**src/sv/mzdp_pkg.sv**
```systemverilog
package mzdp_pkg;

    // item kinds
    localparam logic FUNC_TICK   = 1'b0;
    localparam logic FUNC_REPORT = 1'b1;

    // configuration register indexes
    localparam logic [2:0] CFG_TIMEOUT_RELOAD = 3'd0;
    localparam logic [2:0] CFG_EVAL_PERIOD    = 3'd1;
    localparam logic [2:0] CFG_RUN_LIMIT      = 3'd2;
    localparam logic [2:0] CFG_RUN_WRAP       = 3'd3;
    localparam logic [2:0] CFG_COOLDOWN_TICKS = 3'd4;

    localparam int CFG_IDX_W  = 3;
    localparam int CFG_DATA_W = 16;

    // configuration values after reset
    localparam logic [7:0]  RST_TIMEOUT_RELOAD = 8'd70;
    localparam logic [7:0]  RST_EVAL_PERIOD    = 8'd15;
    localparam logic [13:0] RST_RUN_LIMIT      = 14'd10000;
    localparam logic [13:0] RST_RUN_WRAP       = 14'd12000;
    localparam logic [15:0] RST_COOLDOWN_TICKS = 16'd600;

    typedef struct packed {
        logic       func;
        logic [2:0] sensor_index;
        logic       report_on;
    } t_request;

    typedef struct packed {
        logic [7:0] sensor_flags;
        logic       motor_on;
        logic       run_indicator;
        logic       single_enable;
        logic       cooldown_active;
    } t_result;

    // control from the main sequencer to the sensor bank
    typedef struct packed {
        logic       clear;
        logic       tick;
        logic       eval;
        logic       report;
        logic [2:0] sensor_index;
        logic       report_on;
    } t_bank_ctrl;

    // live-sensor status after the current tick's aging
    typedef struct packed {
        logic live_any;
        logic live_one;
    } t_bank_stat;

endpackage

```
**src/sv/mzdp_sensor_bank.sv**
```systemverilog
module mzdp_sensor_bank #(
    parameter int NUM_SENSORS = 8
) (
    input  logic                      i_clk,
    input  logic                      i_rst_n,
    input  mzdp_pkg::t_bank_ctrl      i_ctrl,
    input  logic [7:0]                i_reload,
    output mzdp_pkg::t_bank_stat      o_stat,
    output logic [NUM_SENSORS-1:0]    o_flags_next
);

    localparam int LIVE_W = $clog2(NUM_SENSORS + 1);

    logic [7:0]             r_timeout [NUM_SENSORS];
    logic [NUM_SENSORS-1:0] r_flag;
    logic [7:0]             n_timeout [NUM_SENSORS];
    logic [NUM_SENSORS-1:0] n_flag;
    logic [7:0]             aged      [NUM_SENSORS];
    logic [LIVE_W-1:0]      live_cnt;

    // aged timeouts and live count as seen by an evaluation on this tick
    always_comb begin
        live_cnt = '0;
        for (int i = 0; i < NUM_SENSORS; i++) begin
            aged[i] = (r_timeout[i] != 8'd0) ? r_timeout[i] - 8'd1 : 8'd0;
            if (aged[i] != 8'd0) begin
                live_cnt = live_cnt + LIVE_W'(1);
            end
        end
    end

    assign o_stat.live_any = (live_cnt != '0);
    assign o_stat.live_one = (live_cnt == LIVE_W'(1));

    always_comb begin
        for (int i = 0; i < NUM_SENSORS; i++) begin
            n_timeout[i] = r_timeout[i];
            n_flag[i]    = r_flag[i];
            if (i_ctrl.clear) begin
                n_timeout[i] = 8'd0;
                n_flag[i]    = 1'b0;
            end else if (i_ctrl.tick) begin
                n_timeout[i] = aged[i];
                if (i_ctrl.eval && aged[i] == 8'd0) begin
                    n_flag[i] = 1'b0;
                end
            end else if (i_ctrl.report && int'(i_ctrl.sensor_index) == i) begin
                n_flag[i] = i_ctrl.report_on;
                if (i_ctrl.report_on) begin
                    n_timeout[i] = i_reload;
                end
            end
        end
    end

    assign o_flags_next = n_flag;

    always_ff @(posedge i_clk) begin
        if (!i_rst_n) begin
            r_flag <= '0;
            for (int i = 0; i < NUM_SENSORS; i++) begin
                r_timeout[i] <= 8'd0;
            end
        end else begin
            r_flag <= n_flag;
            for (int i = 0; i < NUM_SENSORS; i++) begin
                r_timeout[i] <= n_timeout[i];
            end
        end
    end

endmodule

```
**src/sv/multi_zone_demand_pump_controller.sv**
```systemverilog
// demand pump controller for up to NUM_SENSORS zone sensors
// request channel (i_in_valid / o_in_ready / i_in_data) carries either a
// time tick or a sensor report (sensor index plus on/off flag)
// result channel (o_out_valid / i_out_ready / o_out_data) returns one result
// per request: sensor flags, motor drive, run indicator, single-zone enable
// and cooldown status, all as they stand after that request
// the result is registered and shows in the cycle after the request is
// taken; throughput is one request per cycle while the receiver keeps up,
// set by the single next-state pass and the one-deep result register
// when the receiver stalls, the held result stays put and o_in_ready drops
// until it is taken; a new request is taken in the same cycle a result leaves
// the configuration port (i_cfg_we / i_cfg_idx / i_cfg_data) writes one
// register per enabled cycle, to be used only while the block is idle
// reset (i_rst_n low, synchronous) clears all sensor and motor state, loads
// the default configuration and empties the result register
// cooldown ends with the same clearing of state, config values are kept
module multi_zone_demand_pump_controller #(
    parameter int NUM_SENSORS = 8
) (
    input  logic                              i_clk,
    input  logic                              i_rst_n,
    input  logic                              i_in_valid,
    output logic                              o_in_ready,
    input  mzdp_pkg::t_request                i_in_data,
    output logic                              o_out_valid,
    input  logic                              i_out_ready,
    output mzdp_pkg::t_result                 o_out_data,
    input  logic                              i_cfg_we,
    input  logic [mzdp_pkg::CFG_IDX_W-1:0]    i_cfg_idx,
    input  logic [mzdp_pkg::CFG_DATA_W-1:0]   i_cfg_data
);

    // configuration
    logic [7:0]  r_timeout_reload;
    logic [7:0]  r_eval_period;
    logic [13:0] r_run_limit;
    logic [13:0] r_run_wrap;
    logic [15:0] r_cooldown_ticks;

    // controller state
    logic [7:0]  r_period, n_period;
    logic [13:0] r_run, n_run;
    logic        r_motor, n_motor;
    logic        r_status, n_status;
    logic        r_enable, n_enable;
    logic        r_cool, n_cool;
    logic [15:0] r_elapsed, n_elapsed;

    // result register
    logic                r_out_valid;
    mzdp_pkg::t_result   r_out;
    mzdp_pkg::t_result   n_out;

    logic                      accept;
    logic [7:0]                period_inc;
    logic [13:0]               run_inc;
    logic [15:0]               elapsed_inc;
    mzdp_pkg::t_bank_ctrl      bank_ctrl;
    mzdp_pkg::t_bank_stat      bank_stat;
    logic [NUM_SENSORS-1:0]    flags_next;

    // skid-free handoff: take a request whenever the result slot frees up
    assign o_in_ready = !r_out_valid || i_out_ready;
    assign accept     = i_in_valid && o_in_ready;

    assign period_inc  = r_period + 8'd1;
    assign run_inc     = r_run + 14'd1;
    assign elapsed_inc = (r_elapsed != 16'hFFFF) ? r_elapsed + 16'd1 : r_elapsed;

    always_comb begin
        n_period  = r_period;
        n_run     = r_run;
        n_motor   = r_motor;
        n_status  = r_status;
        n_enable  = r_enable;
        n_cool    = r_cool;
        n_elapsed = r_elapsed;

        bank_ctrl              = '0;
        bank_ctrl.sensor_index = i_in_data.sensor_index;
        bank_ctrl.report_on    = i_in_data.report_on;

        if (accept) begin
            if (r_cool) begin
                // cooldown: reports are dropped, ticks count toward restart
                if (i_in_data.func == mzdp_pkg::FUNC_TICK) begin
                    n_elapsed = elapsed_inc;
                    if (elapsed_inc >= r_cooldown_ticks) begin
                        bank_ctrl.clear = 1'b1;
                        n_period  = 8'd0;
                        n_run     = 14'd0;
                        n_motor   = 1'b0;
                        n_status  = 1'b0;
                        n_enable  = 1'b0;
                        n_cool    = 1'b0;
                        n_elapsed = 16'd0;
                    end
                end
            end else if (i_in_data.func == mzdp_pkg::FUNC_REPORT) begin
                bank_ctrl.report = 1'b1;
            end else begin
                // tick: age sensors, advance counters
                bank_ctrl.tick = 1'b1;
                n_period = period_inc;
                n_run    = run_inc;
                if (period_inc >= r_eval_period) begin
                    // evaluation period elapsed
                    bank_ctrl.eval = 1'b1;
                    n_period = 8'd0;
                    if (bank_stat.live_any && !r_motor) begin
                        n_motor  = 1'b1;
                        n_status = 1'b1;
                    end
                    if (!bank_stat.live_any && r_motor) begin
                        n_motor   = 1'b0;
                        n_status  = 1'b0;
                        n_cool    = 1'b1;
                        n_elapsed = 16'd0;
                    end
                    n_enable = bank_stat.live_one;
                end
                // run limit cut, run indicator left as is
                if (n_motor && run_inc >= r_run_limit) begin
                    n_motor   = 1'b0;
                    n_cool    = 1'b1;
                    n_elapsed = 16'd0;
                end
                if (run_inc >= r_run_wrap) begin
                    n_run = 14'd0;
                end
            end
        end
    end

    mzdp_sensor_bank #(
        .NUM_SENSORS (NUM_SENSORS)
    ) u_bank (
        .i_clk        (i_clk),
        .i_rst_n      (i_rst_n),
        .i_ctrl       (bank_ctrl),
        .i_reload     (r_timeout_reload),
        .o_stat       (bank_stat),
        .o_flags_next (flags_next)
    );

    // result as it stands after this request; flags beyond the field read zero
    always_comb begin
        n_out = '0;
        for (int i = 0; i < 8; i++) begin
            if (i < NUM_SENSORS) begin
                n_out.sensor_flags[i] = flags_next[i];
            end
        end
        n_out.motor_on        = n_motor;
        n_out.run_indicator   = n_status;
        n_out.single_enable   = n_enable;
        n_out.cooldown_active = n_cool;
    end

    always_ff @(posedge i_clk) begin
        if (!i_rst_n) begin
            r_period    <= 8'd0;
            r_run       <= 14'd0;
            r_motor     <= 1'b0;
            r_status    <= 1'b0;
            r_enable    <= 1'b0;
            r_cool      <= 1'b0;
            r_elapsed   <= 16'd0;
            r_out_valid <= 1'b0;
        end else begin
            r_period  <= n_period;
            r_run     <= n_run;
            r_motor   <= n_motor;
            r_status  <= n_status;
            r_enable  <= n_enable;
            r_cool    <= n_cool;
            r_elapsed <= n_elapsed;
            if (accept) begin
                r_out_valid <= 1'b1;
            end else if (i_out_ready) begin
                r_out_valid <= 1'b0;
            end
        end
    end

    always_ff @(posedge i_clk) begin
        if (accept) begin
            r_out <= n_out;
        end
    end

    // configuration writes, unknown indexes dropped
    always_ff @(posedge i_clk) begin
        if (!i_rst_n) begin
            r_timeout_reload <= mzdp_pkg::RST_TIMEOUT_RELOAD;
            r_eval_period    <= mzdp_pkg::RST_EVAL_PERIOD;
            r_run_limit      <= mzdp_pkg::RST_RUN_LIMIT;
            r_run_wrap       <= mzdp_pkg::RST_RUN_WRAP;
            r_cooldown_ticks <= mzdp_pkg::RST_COOLDOWN_TICKS;
        end else if (i_cfg_we) begin
            case (i_cfg_idx)
                mzdp_pkg::CFG_TIMEOUT_RELOAD: r_timeout_reload <= i_cfg_data[7:0];
                mzdp_pkg::CFG_EVAL_PERIOD:    r_eval_period    <= i_cfg_data[7:0];
                mzdp_pkg::CFG_RUN_LIMIT:      r_run_limit      <= i_cfg_data[13:0];
                mzdp_pkg::CFG_RUN_WRAP:       r_run_wrap       <= i_cfg_data[13:0];
                mzdp_pkg::CFG_COOLDOWN_TICKS: r_cooldown_ticks <= i_cfg_data[15:0];
                default: begin
                end
            endcase
        end
    end

    assign o_out_valid = r_out_valid;
    assign o_out_data  = r_out;

endmodule

```
**config.mk**
```make
export PLATFORM = sky130hd
export DESIGN_NAME = multi_zone_demand_pump_controller
export DESIGN_NICKNAME = d
export VERILOG_FILES = /design/src/sv/mzdp_pkg.sv /design/src/sv/mzdp_sensor_bank.sv /design/src/sv/multi_zone_demand_pump_controller.sv
export SDC_FILE = /design/constraint.sdc
export NUM_CORES = 1
export LEC_CHECK = 0
export BUFFER_PORTS_ARGS = -buffer_cell sky130_fd_sc_hd__buf_2
export CAP_MARGIN = 30
export CORE_MARGIN = 4
export CORE_UTILIZATION = 40
export CTS_BUF_LIST = sky130_fd_sc_hd__clkbuf_4
export CTS_CLUSTER_SIZE = 24
export DETAILED_ROUTE_END_ITERATION = 8
export SYNTH_ARGS = -nofsm -noshare
export SYNTH_HDL_FRONTEND = slang
export SYNTH_SLANG_ARGS = --single-unit
```
**constraint.sdc**
```tcl
create_clock -name i_clk -period 12.05 [get_ports i_clk]
set_clock_uncertainty 0.2 [all_clocks]
set_input_delay 0 -clock i_clk [delete_from_list [all_inputs] [get_ports i_clk]]
set_output_delay 0 -clock i_clk [all_outputs]
set_load 0.005 [all_outputs]
```
==> metrics <==
status=completed; initial antenna violation count=1; Comb pwr share=48.5%; clk buf depth=2; Pint=1.25 mW; pwr/cell area=158 mW/mm2; setup tns final=0 ps; leakage=5.49 nW; most frequent cells in the layout=nand2_1 (185), dfxtp_1 (175), nor2_1 (152); FP Rows=62; Yosys warnings=0; Post-synth EDFFs=12; Final setup violation count=0; Max-Cap Viols=0; post-synthesis adder-cell area fraction=7.91%; post-synthesis sequential area ratio=32.7%; top fanout value on the critical path=16; clock latency on the worst-skew pair=610 ps; largest family of logic cells by synthesized area=simple AND/OR/NAND/NOR gates; drc violations=0; Antenna Nets Post-Route=0; Starting Density=40.9%; 1st-iter DRT viols=684; Filler cells=2854; Total Routed Length=30900 um; Post-Synth XOR/XNOR Area=4.32%; Cell variety after synth=82; CTS tree=yes; Final Slew Violations=0; Cells after Synth=1489; Die Area=0.0324 mm2; RSZ-0062 raised after global routing=false; Setup CP Type=reg2reg; post-synthesis compound-gate area fraction=21.6%; asr flop ratio synth=0%; prevailing post-synth register cell=dfxtp_1; largest net degree at the start of global routing=74; Clock Tree Root=clkbuf_4; Worst-Margin Slew=967 ps; post-synthesis simple-gate area fraction=23.4%; Die Ht=180 um; Sequential Power Share=32.9%; Min Clock Period, post-route=6920 ps; vias in the first global route=10155; Critical-path top delay cell=o211ai_4; Num CTS Buffers=17; IO Port Bufs=42; maximum VDD drop=0.000138 V; post-CTS sizing=0; Fmax=145 MHz; Post-Route Utilization=45.9%; H-tree levels=4; drt pass-1 iters=5; most used cell, CP=ha_1; Post-Syn Nets=1592; routed len/inst=15.9 um; hold crit path type=in2reg; P_sw=0.848 mW; first-pass GRT wire length=51100 um; CP peak stage delay=560 ps; Synth Register Bits=187; CP Launch Type=flip-flop; max_slew headroom=35.2%; Layout Nets=1648; chip width=180 um; Core Region=0.0289 mm2; Via density=5.45; synthesized area=0.0118 mm2; fraction of layout cells with a size suffix above 1=8.60%; clock share of power=18.6%; Syn-to-layout area delta=12.2%; total number of vias=10594; TritonCTS Sinks=187; commonest non-fill, non-tap cell in the layout=nand2_1; crit path DAT=7200 ps; clock-pin slew on the worst setup and hold paths=180 ps; Sw Ratio=40.4%; routability congestion estimate=0.863; CP endpoint kind=flip-flop; post-DP HPWL=20900 um; Worst Path Required=12330 ps; final period utilization=57.4%; gr ovfl total=0; Final Hold Fails=0; mean area per synthesized cell=7.94 um2; io pins=43; mux contribution to synthesized area=4.33%; GR Util All Layers=18.7%
[registers in the layout (all words and copies together), names as in the netlist, 8 cells and up]
name / cells
r_elapsed: 16
r_eval_period: 8
u_bank.r_flag: 8
r_timeout_reload: 8
o_out_data: 12
r_period: 8
r_run_wrap: 14
r_run: 14
r_run_limit: 14
r_cooldown_ticks: 16
u_bank.r_timeout: 64
[cells in the mapped netlist, types with 25 or more instances]
library cell / instances / area (um2)
a21boi_0: 45 / 338
a21oi_1: 57 / 285
clkbuf_1: 69 / 259
dfxtp_1: 175 / 3500
ha_1: 74 / 926
inv_1: 99 / 372
mux2i_1: 46 / 460
nand2_1: 186 / 698
nand3_1: 62 / 310
nor2_1: 152 / 571
nor2b_1: 25 / 156
nor3_1: 44 / 220
o21ai_0: 52 / 260
xnor2_1: 29 / 254
[logic make-up (layout without fill, tap and decap cells)]
| logic type | after synthesis | count (layout) |
|---|---|---|
| AND/OR/NAND/NOR | 589 | 589 |
| AO/OA/AOI/OAI | 357 | 357 |
| flip-flops | 187 | 187 |
| buffers and inverters | 178 | 247 |
| adder cells (fa/ha/maj) | 75 | 75 |
| XOR/XNOR | 53 | 53 |
| multiplexers | 50 | 50 |
| other | 0 | 1 |
[worst paths after layout]
path	depth (start not counted)	slack (ps)	startpoint	endpoint
min reg2reg	2	280	r_eval_period[7]	r_eval_period[7]
min	4	50	i_out_ready	o_out_valid
max reg2reg	29	5130	u_bank.r_timeout[0][8]	r_elapsed[4]
max	29	5130	u_bank.r_timeout[0][8]	r_elapsed[4]
[critical path, delay by kind of cell (launching register included)]
family                     cells  cell delay (ps)
muxes                          2              330
DFF                            1              370
xor gates and xnor gates       2              460
adders and majority gates      7             2080
AOI/OAI and AO/OA             10             2280
and+or+nand+nor                7              980
buffers and inverters          1               90
[area by class of cell]
cell class	count	area, um2	area share [%]
clock inverters	15	200	1.51
multi-input cells	1124	7300	55.0
well taps	384	480	3.62
flip-flops and latches	187	3860	29.1
repair buffers	116	926	6.98
inverters	99	372	2.80
diodes	1	2.50	0.0189
clock buffers	17	128	0.962
[timing repair]
item	in CTS	in global routing
hold buffers	61	0
setup endpoints to repair	0	0
endpoints found under the hold margin	141	0
setup buffers	0	0
[per-layer routing]
layer	track usage [%]	wire length (um)
met4	4.79	557
met1	24.8	14600
met2	32.2	14700
met5	0	0
met3	2.67	994
[metrics by stage]
step / instances / hold slack [ps] / setup WS (ps) / cell area [um2] / power, mW
6_report: 1943 / 53.8 / 5130 / 13300 / 2.10
5_1_grt: 1943 / 7.70 / 4510 / 13300 / 2.27
4_1_cts: 1942 / 1.28 / 5090 / 13300 / 2.11
3_5_place_dp: 1849 / 63.9 / 5140 / 12300 / 1.71
3_3_place_gp: 1846 / 59.9 / 5310 / 12300 / 1.69
2_1_floorplan: 1489 / -79.3 / 6020 / 11800 / 1.53
[power by group through the flow]
| stage | Clock [mW] | Combinational [mW] | Sequential, mW |
|---|---|---|---|
| 2_1_floorplan | 0 | 0.843 | 0.691 |
| 3_3_place_gp | 0 | 0.982 | 0.703 |
| 3_5_place_dp | 0 | 1.00 | 0.703 |
| 4_1_cts | 0.403 | 1.02 | 0.690 |
| 5_1_grt | 0.430 | 1.14 | 0.697 |
| 6_report | 0.391 | 1.02 | 0.691 |
No activity file was read; power rests on OpenSTA's default activity.
